$ cat config.mk
export PLATFORM = sky130hd
export DESIGN_NAME = waypoint_linear_interpolator
export DESIGN_NICKNAME = d
export VERILOG_FILES = /design/src/wli_pkg.sv /design/src/waypoint_linear_interpolator.sv
export SDC_FILE = /design/constraint.sdc
export NUM_CORES = 2
export LEC_CHECK = 0
export ABC_CLOCK_PERIOD_IN_PS = 16000
export BUFFER_PORTS_ARGS = -buffer_cell sky130_fd_sc_hd__buf_2
export CORE_UTILIZATION = 30
export CTS_CLUSTER_DIAMETER = 200
export DETAILED_ROUTE_END_ITERATION = 8
export PLACE_DENSITY = 0.54
export SLEW_MARGIN = 15
export SYNTH_ARGS = -nofsm -noshare
export SYNTH_HDL_FRONTEND = slang
export SYNTH_SLANG_ARGS = --single-unit
$ cat constraint.sdc
create_clock -name clock -period 16 [get_ports clock]
set_input_delay 2.4 -clock clock [delete_from_list [all_inputs] [get_ports clock]]
set_output_delay 2.4 -clock clock [all_outputs]
set_load 0.005 [all_outputs]
$ cat src/wli_pkg.sv
// Package for the waypoint linear interpolator: item structs and sizing constants.
// No dependencies. Used by the top level and by its checker.
package wli_pkg;

   localparam int COORD_W   = 32;
   localparam int SPACING_W = 31;
   localparam int MAX_STEPS = 64;
   // Step counter must be able to hold MAX_STEPS itself.
   localparam int STEP_W    = $clog2(MAX_STEPS + 1);
   localparam int NUM_AXES  = 3;
   localparam int AX_W      = 2;
   // Coordinate difference magnitude: up to 2^32 - 1.
   localparam int MAG_W     = COORD_W + 1;
   localparam int PROD_W    = 2 * MAG_W;
   // Sum of three squares stays below 2^66.
   localparam int D2_W      = PROD_W;
   localparam int S2_W      = 2 * SPACING_W;
   // (k * spacing)^2 for k up to MAX_STEPS.
   localparam int SQ_W      = 2 * (SPACING_W + STEP_W);
   localparam int CNT_W     = $clog2(MAG_W);

   typedef struct packed {
      logic                      first_of_path;
      logic signed [COORD_W-1:0] in_x;
      logic signed [COORD_W-1:0] in_y;
      logic signed [COORD_W-1:0] in_z;
   } req_type;

   typedef struct packed {
      logic signed [COORD_W-1:0] out_x;
      logic signed [COORD_W-1:0] out_y;
      logic signed [COORD_W-1:0] out_z;
      logic                      last_point;
      logic                      clamped;
   } rsp_type;

endpackage

$ cat src/waypoint_linear_interpolator.sv
// Waypoint linear interpolator: splits each path segment into evenly spaced points.
// Depends on wli_pkg.
//
// Usage:
//  - req channel (req_valid / req_stall / req_data) takes one waypoint per item.
//    req_stall is low only while the block is idle; one waypoint is in flight.
//  - rsp channel (rsp_valid / rsp_stall / rsp_data) gives 1..MAX_STEPS points per
//    waypoint; last_point marks the final one. The point is held in an output
//    register until rsp_stall is low; a stall simply extends the wait.
//  - csr channel (csr_valid / csr_ready / csr_data) writes the spacing register.
//    csr_ready is always high; write only while the block is idle.
//  - Pass-through waypoints (first of path, no previous point, spacing zero) show
//    on rsp in the cycle after acceptance.
//  - An interpolated segment is accepted, squared on the shared multiplier (SQUARE),
//    searched for its step count of 1..MAX_STEPS (SEARCH), divided bit-serially
//    (DIVIDE, 33 bits per axis, one axis at a time), then each point is built one
//    axis at a time (STEP) and held in the output register (EMIT).
//  - Synchronous reset clears spacing, the previous waypoint, the state and rsp_valid.
module waypoint_linear_interpolator
   import wli_pkg::*;
(
   input  logic                 clock,
   input  logic                 reset,
   input  logic                 req_valid,
   output logic                 req_stall,
   input  req_type              req_data,
   output logic                 rsp_valid,
   input  logic                 rsp_stall,
   output rsp_type              rsp_data,
   input  logic                 csr_valid,
   output logic                 csr_ready,
   input  logic [SPACING_W-1:0] csr_data
);

   typedef enum logic [2:0] {
      IDLE, SQUARE, SEARCH, DIVIDE, STEP, EMIT
   } state_type;

   state_type               state_ff;
   logic [SPACING_W-1:0]    spacing_ff;
   logic                    have_prev_ff;
   logic [COORD_W-1:0]      prev_ff   [NUM_AXES];
   logic [COORD_W-1:0]      base_ff   [NUM_AXES];
   logic [MAG_W-1:0]        dmag_ff   [NUM_AXES];
   logic                    dneg_ff   [NUM_AXES];
   logic [MAG_W-1:0]        qd_ff     [NUM_AXES];
   logic [STEP_W-1:0]       rd_ff     [NUM_AXES];
   logic [MAG_W-1:0]        accq_ff   [NUM_AXES];
   logic [STEP_W-1:0]       accr_ff   [NUM_AXES];
   logic [COORD_W-1:0]      outc_ff   [NUM_AXES];
   logic [CNT_W-1:0]        cnt_ff;
   logic [AX_W-1:0]         ax_ff;
   logic [PROD_W-1:0]       prod_ff;
   logic [S2_W-1:0]         s2_ff;
   logic [D2_W-1:0]         d2_ff;
   logic [SQ_W-1:0]         sq_ff;
   logic [SQ_W-1:0]         inc_ff;
   logic [STEP_W-1:0]       k_ff;
   logic [STEP_W-1:0]       n_ff;
   logic [STEP_W-1:0]       j_ff;
   logic                    clamp_ff;
   logic                    last_ff;
   logic                    rsp_valid_ff;
   logic [MAG_W-1:0]        num_ff;
   logic [STEP_W-1:0]       rem_ff;

   logic [COORD_W-1:0]      cur_in    [NUM_AXES];
   logic [MAG_W-1:0]        delta_in  [NUM_AXES];
   logic [MAG_W-1:0]        dmag_in   [NUM_AXES];
   logic                    req_acc;
   logic                    pass_in;
   logic [MAG_W-1:0]        mul_op;
   logic [PROD_W-1:0]       prod_in;
   logic [AX_W-1:0]         sq_sel;
   logic [STEP_W:0]         trial_in;
   logic                    qbit_in;
   logic [STEP_W-1:0]       rem_in;
   logic [STEP_W:0]         rsum_in;
   logic                    wrap_in;
   logic [STEP_W-1:0]       rnew_in;
   logic [MAG_W-1:0]        qnew_in;
   logic [COORD_W-1:0]      off_in;
   logic [COORD_W-1:0]      coord_in;
   logic                    found_in;

   assign req_acc   = req_valid && !req_stall;
   assign req_stall = (state_ff != IDLE);
   assign csr_ready = 1'b1;
   assign rsp_valid = rsp_valid_ff;

   assign rsp_data.out_x      = outc_ff[0];
   assign rsp_data.out_y      = outc_ff[1];
   assign rsp_data.out_z      = outc_ff[2];
   assign rsp_data.last_point = last_ff;
   assign rsp_data.clamped    = clamp_ff;

   assign cur_in[0] = req_data.in_x;
   assign cur_in[1] = req_data.in_y;
   assign cur_in[2] = req_data.in_z;

   always_comb begin
      for (int a = 0; a < NUM_AXES; a++) begin
         delta_in[a] = {cur_in[a][COORD_W-1], cur_in[a]}
                     - {prev_ff[a][COORD_W-1], prev_ff[a]};
         dmag_in[a]  = delta_in[a][MAG_W-1] ? (~delta_in[a] + 1'b1) : delta_in[a];
      end
   end

   assign pass_in = req_data.first_of_path || !have_prev_ff || (spacing_ff == '0);

   // Shared multiplier: spacing first, then the three axis magnitudes.
   assign sq_sel  = cnt_ff[AX_W-1:0] - 1'b1;
   assign mul_op  = (cnt_ff[AX_W-1:0] == '0) ? {{(MAG_W-SPACING_W){1'b0}}, spacing_ff}
                                             : dmag_ff[sq_sel];
   assign prod_in = {{MAG_W{1'b0}}, mul_op} * {{MAG_W{1'b0}}, mul_op};

   assign found_in = (sq_ff >= {{(SQ_W-D2_W){1'b0}}, d2_ff});

   // One restoring-division bit per cycle.
   assign trial_in = {rem_ff, num_ff[MAG_W-1]};
   assign qbit_in  = (trial_in >= {1'b0, n_ff});
   always_comb begin
      if (qbit_in) begin
         rem_in = STEP_W'(trial_in - {1'b0, n_ff});
      end else begin
         rem_in = trial_in[STEP_W-1:0];
      end
   end

   // Running floor(j*D/n) as quotient plus remainder.
   assign rsum_in = {1'b0, accr_ff[ax_ff]} + {1'b0, rd_ff[ax_ff]};
   assign wrap_in = (rsum_in >= {1'b0, n_ff});
   always_comb begin
      if (wrap_in) begin
         rnew_in = STEP_W'(rsum_in - {1'b0, n_ff});
      end else begin
         rnew_in = rsum_in[STEP_W-1:0];
      end
   end
   assign qnew_in  = accq_ff[ax_ff] + qd_ff[ax_ff] + {{(MAG_W-1){1'b0}}, wrap_in};
   assign off_in   = qnew_in[COORD_W-1:0];
   assign coord_in = base_ff[ax_ff] + (dneg_ff[ax_ff] ? (~off_in + 1'b1) : off_in);

   always_ff @(posedge clock) begin
      if (reset) begin
         state_ff     <= IDLE;
         spacing_ff   <= '0;
         have_prev_ff <= 1'b0;
         rsp_valid_ff <= 1'b0;
         for (int a = 0; a < NUM_AXES; a++) begin
            prev_ff[a] <= '0;
         end
      end else begin
         if (csr_valid && csr_ready) begin
            spacing_ff <= csr_data;
         end
         case (state_ff)
            IDLE: begin
               if (req_acc) begin
                  have_prev_ff <= 1'b1;
                  for (int a = 0; a < NUM_AXES; a++) begin
                     prev_ff[a] <= cur_in[a];
                     base_ff[a] <= prev_ff[a];
                     dmag_ff[a] <= dmag_in[a];
                     dneg_ff[a] <= delta_in[a][MAG_W-1];
                  end
                  if (pass_in) begin
                     for (int a = 0; a < NUM_AXES; a++) begin
                        outc_ff[a] <= cur_in[a];
                     end
                     last_ff      <= 1'b1;
                     clamp_ff     <= 1'b0;
                     rsp_valid_ff <= 1'b1;
                     state_ff     <= EMIT;
                  end else begin
                     cnt_ff   <= '0;
                     d2_ff    <= '0;
                     state_ff <= SQUARE;
                  end
               end
            end
            SQUARE: begin
               prod_ff <= prod_in;
               cnt_ff  <= cnt_ff + 1'b1;
               if (cnt_ff == CNT_W'(1)) begin
                  s2_ff <= prod_ff[S2_W-1:0];
               end else if (cnt_ff != '0) begin
                  d2_ff <= d2_ff + prod_ff;
               end
               if (cnt_ff == CNT_W'(NUM_AXES + 1)) begin
                  sq_ff    <= {{(SQ_W-S2_W){1'b0}}, s2_ff};
                  inc_ff   <= {{(SQ_W-S2_W){1'b0}}, s2_ff}
                            + {{(SQ_W-S2_W-1){1'b0}}, s2_ff, 1'b0};
                  k_ff     <= STEP_W'(1);
                  state_ff <= SEARCH;
               end
            end
            SEARCH: begin
               if (found_in || (k_ff == STEP_W'(MAX_STEPS))) begin
                  n_ff     <= k_ff;
                  clamp_ff <= !found_in;
                  ax_ff    <= '0;
                  cnt_ff   <= '0;
                  num_ff   <= dmag_ff[0];
                  rem_ff   <= '0;
                  state_ff <= DIVIDE;
               end else begin
                  sq_ff  <= sq_ff + inc_ff;
                  inc_ff <= inc_ff + {{(SQ_W-S2_W-1){1'b0}}, s2_ff, 1'b0};
                  k_ff   <= k_ff + 1'b1;
               end
            end
            DIVIDE: begin
               if (cnt_ff == CNT_W'(MAG_W - 1)) begin
                  qd_ff[ax_ff] <= {num_ff[MAG_W-2:0], qbit_in};
                  rd_ff[ax_ff] <= rem_in;
                  cnt_ff       <= '0;
                  rem_ff       <= '0;
                  if (ax_ff == AX_W'(NUM_AXES - 1)) begin
                     ax_ff <= '0;
                     j_ff  <= STEP_W'(1);
                     for (int a = 0; a < NUM_AXES; a++) begin
                        accq_ff[a] <= '0;
                        accr_ff[a] <= '0;
                     end
                     state_ff <= STEP;
                  end else begin
                     ax_ff  <= ax_ff + 1'b1;
                     num_ff <= dmag_ff[ax_ff + 1'b1];
                  end
               end else begin
                  num_ff <= {num_ff[MAG_W-2:0], qbit_in};
                  rem_ff <= rem_in;
                  cnt_ff <= cnt_ff + 1'b1;
               end
            end
            STEP: begin
               accq_ff[ax_ff] <= qnew_in;
               accr_ff[ax_ff] <= rnew_in;
               outc_ff[ax_ff] <= coord_in;
               if (ax_ff == AX_W'(NUM_AXES - 1)) begin
                  ax_ff        <= '0;
                  last_ff      <= (j_ff == n_ff);
                  rsp_valid_ff <= 1'b1;
                  state_ff     <= EMIT;
               end else begin
                  ax_ff <= ax_ff + 1'b1;
               end
            end
            EMIT: begin
               if (!rsp_stall) begin
                  rsp_valid_ff <= 1'b0;
                  if (last_ff) begin
                     state_ff <= IDLE;
                  end else begin
                     j_ff     <= j_ff + 1'b1;
                     state_ff <= STEP;
                  end
               end
            end
            default: begin
               state_ff <= IDLE;
            end
         endcase
      end
   end

endmodule

* After elaboration in Yosys (flattened, before gate mapping)
Memory sizes are Yosys's and may differ from the RTL's. A register that Yosys moved wholly into a read port is not among the register bits.
Cells that the tools add are included.
** Word-level totals
- RAM bits :: 630
- Register bits after elaboration :: 453
- Input port bits :: 133
- Memories :: 9
- Logic and storage cells :: 229
- Output and inout bits :: 101
** Memory list
- accq_ff :: words 3, bits a word 33, read ports 1, clocked after memory_dff 1, wr ports 3, line waypoint_linear_interpolator.sv:48 : logic [MAG_W-1:0] accq_ff [NUM_AXES];
- dmag_ff :: words 3, bits a word 33, read ports 3, clocked after memory_dff 0, wr ports 3, line waypoint_linear_interpolator.sv:44 : logic [MAG_W-1:0] dmag_ff [NUM_AXES];
- qd_ff :: words 3, bits a word 33, read ports 1, clocked after memory_dff 1, wr ports 1, line waypoint_linear_interpolator.sv:46 : logic [MAG_W-1:0] qd_ff [NUM_AXES];
- base_ff :: words 3, bits a word 32, read ports 1, clocked after memory_dff 1, wr ports 3, line waypoint_linear_interpolator.sv:43 : logic [COORD_W-1:0] base_ff [NUM_AXES];
- outc_ff :: words 3, bits a word 32, read ports 3, clocked after memory_dff 0, wr ports 3, line waypoint_linear_interpolator.sv:50 : logic [COORD_W-1:0] outc_ff [NUM_AXES];
- prev_ff :: words 3, bits a word 32, read ports 3, clocked after memory_dff 0, wr ports 3, line waypoint_linear_interpolator.sv:42 : logic [COORD_W-1:0] prev_ff [NUM_AXES];
- +3 memories
** Operators by class
- Multipliers :: 1
- Reductions and logical operators :: 39
- Bitwise logic cells :: 8
- Multiplexer cells :: 104
- $lt $le $gt $ge :: 3
- $add $sub $neg :: 22
- Equal/unequal tests :: 25
** Operators by type and width (count)
- two-way mux 76 bit :: 4
- case mux 76 bit (2 select lines) :: 2
- two-way mux 33 bit :: 8
- two-way mux 66 bit :: 4
- two-way mux 32 bit :: 5
- case mux 66 bit (2 select lines) :: 1
- adder 33 x 1 -> 33 bit (second input constant) :: 3
- inverter 33 bit :: 3
- subtractor 32 x 32 -> 33 bit :: 3
- two-way mux 7 bit :: 11
- adder 76 x 63 -> 76 bit :: 1
- adder 76 bit :: 1
- greater-or-equal comparator 76 x 66 -> 1 bit :: 1
- adder 66 bit :: 1
- multiplier 33 x 33 -> 66 bit :: 1
- case mux 33 bit (2 select lines) :: 1
- adder 62 x 63 -> 64 bit :: 1
- case mux 7 bit (2 select lines) :: 3
- two-way mux 1 bit :: 34
- adder 33 x 1 -> 33 bit :: 1
- adder 33 bit :: 1
- OR reduction 33 bit :: 1
- adder 32 x 1 -> 32 bit (second input constant) :: 1
- adder 32 bit :: 1
- other kinds (47) :: 109

* Depth between registers and ports, before layout
- Depth in word-level cells :: 9
- Mapped depth :: 43
- Mapped depth without buffers :: 38

* Least setup slack after synthesis
No wires, ideal clock.
- Kind :: input port to flip-flop
- Start point :: in req_data[96] in the netlist's numbering
- End point :: reg d2_ff[0] (enable)
- Arrival :: 13.068 ns
- Data required time :: 15.156 ns
- Setup slack :: 2.088 ns
- Cell stages on the path :: 6
- Setup time :: 0.844 ns
- Buffers on the path :: 0
- Path through :: nor2b_1 -> o21a_1 -> a21oi_1 -> nor2_1 -> inv_1 -> a2111oi_0
** Between the ends
- Word-level cells in the longest chain between the ends :: 4
** RTL lines
- start: declaration :: line waypoint_linear_interpolator.sv:26 : input req_type req_data,
- logical OR 1 bit (2 in a row) :: line waypoint_linear_interpolator.sv:109 : assign pass_in = req_data.first_of_path || !have_prev_ff || (spacing_ff == '0);
- != test 2 bit (no line)
- AND reduction 6 bit (no line)
- end signal: assignment :: line waypoint_linear_interpolator.sv:188 : d2_ff <= d2_ff + prod_ff;
- end: declaration :: line waypoint_linear_interpolator.sv:55 : logic [D2_W-1:0] d2_ff;
No other way between the ends.
A chain may end at the register's enable or synchronous reset.

* Worst setup path in the final report
- Start point :: reg cnt_ff[1]
- End point :: reg prod_ff[65], data pin
** Between the ends
- Word-level cells in the longest chain between the ends :: 4
- Elaborated cells between the ends (all ways) :: 5
- Those cells by class :: 1 x add/sub; 1 x mul; 1 x mux; 1 x reduce/logical; 1 x memory
** RTL lines
- start: declaration :: line waypoint_linear_interpolator.sv:51 : logic [CNT_W-1:0] cnt_ff;
- start signal: assignment :: line waypoint_linear_interpolator.sv:184 : cnt_ff <= cnt_ff + 1'b1;
- start signal: assignment :: line waypoint_linear_interpolator.sv:234 : cnt_ff <= cnt_ff + 1'b1;
- subtractor 2 x 1 -> 2 bit :: line waypoint_linear_interpolator.sv:112 : assign sq_sel = cnt_ff[AX_W-1:0] - 1'b1;
- memory (3 x 33 bit)
- two-way mux 33 bit (*) :: line waypoint_linear_interpolator.sv:113 : assign mul_op = (cnt_ff[AX_W-1:0] == '0) ? {{(MAG_W-SPACING_W){1'b0}}, spacing_ff}
- multiplier 33 x 33 -> 66 bit (*) :: line waypoint_linear_interpolator.sv:115 : assign prod_in = {{MAG_W{1'b0}}, mul_op} * {{MAG_W{1'b0}}, mul_op};
- named net prod_in[65] :: line waypoint_linear_interpolator.sv:73 : logic [PROD_W-1:0] prod_in;
- end signal: assignment :: line waypoint_linear_interpolator.sv:183 : prod_ff <= prod_in;
- end: declaration :: line waypoint_linear_interpolator.sv:53 : logic [PROD_W-1:0] prod_ff;
Mark *: on every way through the listed nets, which the timed path passes. The rest lies on a longest branch.

==> metrics <==
Post-Synth Simple-Gate Area=12.1%; top post-synthesis cells by area=edfxtp_1 32%, fa_1 17%, ha_1 9.7%; CTS tree=built; Die Ht=slightly below 600 um; Placed Cells=14800; via-per-instance ratio=5.03; post-synthesis xor/xnor area fraction=between 5 and 6%; Max Fclk=83.5 MHz; # hold bufs at CTS=0; CP top delay family=adder cells; vias in the first global route=76300; min-delay src=prev_ff[0][48]; mapped cell area=102000 um^2; min Tclk post-route=around 12 ns; Slew Viols, Final=0; register area share after synthesis=32.5%; Async S/R FF share, synth=0%; CTS Buf Count=between 100 and 150; unrepaired setup endpoints after global routing=no; fin util=about 33%; Final HPWL DP=250 mm; fin crit share=74.9%; Layout Nets=12200; H-Tree Depth=4; Worst Path Max Fanout=35; Layout Skew=0.0823 ns; clock-pin slew on the worst setup and hold paths=0.06 ns; CP max stage delay=a little under 0.9 ns; CTS root buf=clkbuf_16; pin count of the biggest net entering global routing=192; Post-Synth Adder-Cell Area=26.8%; IO Pins=234; Fillers=34900; YS warnings=0; Overflow after GRT=0; Die Width=585 um; buffer and inverter count on the worst path=11; max_cap viols=0; Synth Area in Compound Gates=13.3%; gr usage total=18.4%; clk sinks=1116; WP data required=~17 ns; Area Growth Syn to Fin=10.5%; # setup viols final=0; Die ar.=342000 um^2; Worst path slowest cell=clkinv_1; Setup TNS=0 ns; Worst Tran Pin Value=1.22 ns; DR WL/cell=between 20 and 25 um; postcts setup bufs=0; Synth Register Bits=1116; vias=75700; Yosys top cell area share=a little under a third; Reg2Reg Depth=36; Clock Tree Buf Depth=4; largest family of logic cells by synthesized area=adder cells; status=finished clean; Starting DRT DRC Count=5683; Crit Reg-Reg Endpoint=prod_ff[65]; Synth area leader=edfxtp_1; initial core utilization=30.2%; drt first pass iters=6; post_cts resized=0; Mean Syn Cell Area=a little under 10 um^2; initial antenna violation count=10; syn nets=roughly 12000; WHS=0.425 ns; Worst Setup Start Kind=flip-flop; final-report hold violation count=0; CP Data Arrival Time=around 12 ns; FF-to-FF setup slack=4.02 ns; worst-skew pair later-pin latency=0.83 ns; Crit Path Category=reg2reg; Worst Hold Endpoint=base_ff[1][16]; row cnt=213; first-pass GRT wire length=480 mm; Yosys cell types=95; core region area=337000 um^2; Final ANT Viol Nets=0; Post-synth EDFFs=1078; ys flop type=edfxtp_1; Worst Hold Class=reg2reg; hold path cells=0; Reg2Reg Launch Point=cnt_ff[1]; worst rel slew slack=a little under a fifth; DRT Wirelength=approximately 320 mm; DRC=0; port buffer count=232; Worst Setup End Kind=flip-flop; routability cong.=0.894; Non-Filler Instances=15100; fraction of layout cells with a size suffix above 1=7.45%; mux cell area share after synthesis=3.69%; Post-Synthesis Cells=10300
how the worst max path moves through the flow:
stage | startpoint | end | slack [ns] | cells past startpoint
CTS | cnt_ff[1] | prod_ff[65] | 4.20 | 30
floorplan | req_data[96] | d2_ff[0] | 2.09 | 6
finish | cnt_ff[1] | prod_ff[65] | 4.02 | 36
global placement | cnt_ff[1] | prod_ff[65] | 4.33 | 30
detailed placement | cnt_ff[1] | prod_ff[65] | 4.25 | 30
global route | cnt_ff[1] | prod_ff[65] | 3.48 | 36
layer usage:
layer,track usage [%],up-vias,part of all wire (%)
li1,-,35700,-
met1,24.7,37500,44
met2,31.2,2068,48
met3,2.26,406,5.6
met4,4.77,0,2.7
met5,0,-,0
worst register-to-register path: cells and delay by family (launching register included):
kind | cells | cell delay, ns
DFF | 1 | 0.41
xor gates and xnor gates | 1 | 0.08
and+or+nand+nor | 3 | 0.70
adders and majority gates | 10 | 4.30
buffers and inverters | 11 | 2.52
AOI/OAI and AO/OA | 11 | 3.65
cells by family (layout without fill, tap and decap cells):
kind of cell,after synthesis,in the layout
buffers and inverters,1786,1978
other,2,15
adder cells (fa/ha/maj),1659,1659
multiplexers,315,315
AND/OR/NAND/NOR,2699,2699
XOR/XNOR,586,586
flip-flops,1116,1116
AO/OA/AOI/OAI,2172,2172
per-stage QoR:
stage | setup slack (ns) | area, um^2
after CTS | 4.20 | 113000
after detailed placement | 4.25 | 108000
after global routing | 3.48 | 113000
after global placement | 4.33 | 108000
after floorplan | 2.09 | 102000
final | 4.02 | 113000
state kept, by name, summed over array words and instances, names as in the netlist, 66 cells and up, named ones only:
name,count
outc_ff,96
qd_ff,96
prev_ff,96
accq_ff,128
inc_ff,76
d2_ff,66
base_ff,96
sq_ff,76
dmag_ff,99
cell usage after synthesis, types with 214 or more instances:
library cell  number
ha_1             789
a21oi_1          664
a21o_1           348
nor2_1           986
nand2_1          789
inv_1           1383
xnor2_1          369
o21ai_0          536
clkbuf_1         346
xor2_1           214
edfxtp_1        1078
fa_1             870
layout by cell type, fill, tap and decap left out, types with 97 or more instances in the layout:
cell	Yosys	final
inv_1	1383	1383
edfxtp_1	1078	1078
nor2_1	986	983
fa_1	870	870
ha_1	789	787
nand2_1	789	777
a21oi_1	664	663
o21ai_0	536	527
xnor2_1	369	369
a21o_1	348	348
buf_2	0	232
xor2_1	214	214
mux2i_1	180	180
clkbuf_16	0	144
and2_1	142	140
nand3_1	139	138
nand4_1	113	113
buf_4	3	110
nor3_1	97	97
layout make-up:
class / count / area (um^2) / area share (%)
Clock inverter: 73 / 583 / 0.517
Inverter: 1390 / 5220 / 4.63
Multi-Input combinational cell: 7433 / 62300 / 55.3
Timing Repair Buffer: 344 / 2030 / 1.80
Sequential cell: 1116 / 33100 / 29.4
Antenna cell: 13 / 32.5 / 0.0289
Clock buffer: 171 / 3740 / 3.32
Tap cell: 4515 / 5650 / 5.01
Power is left out: the tool's default activity adds up to more than one toggle a clock period on the data nets, which glitch-free logic cannot reach.
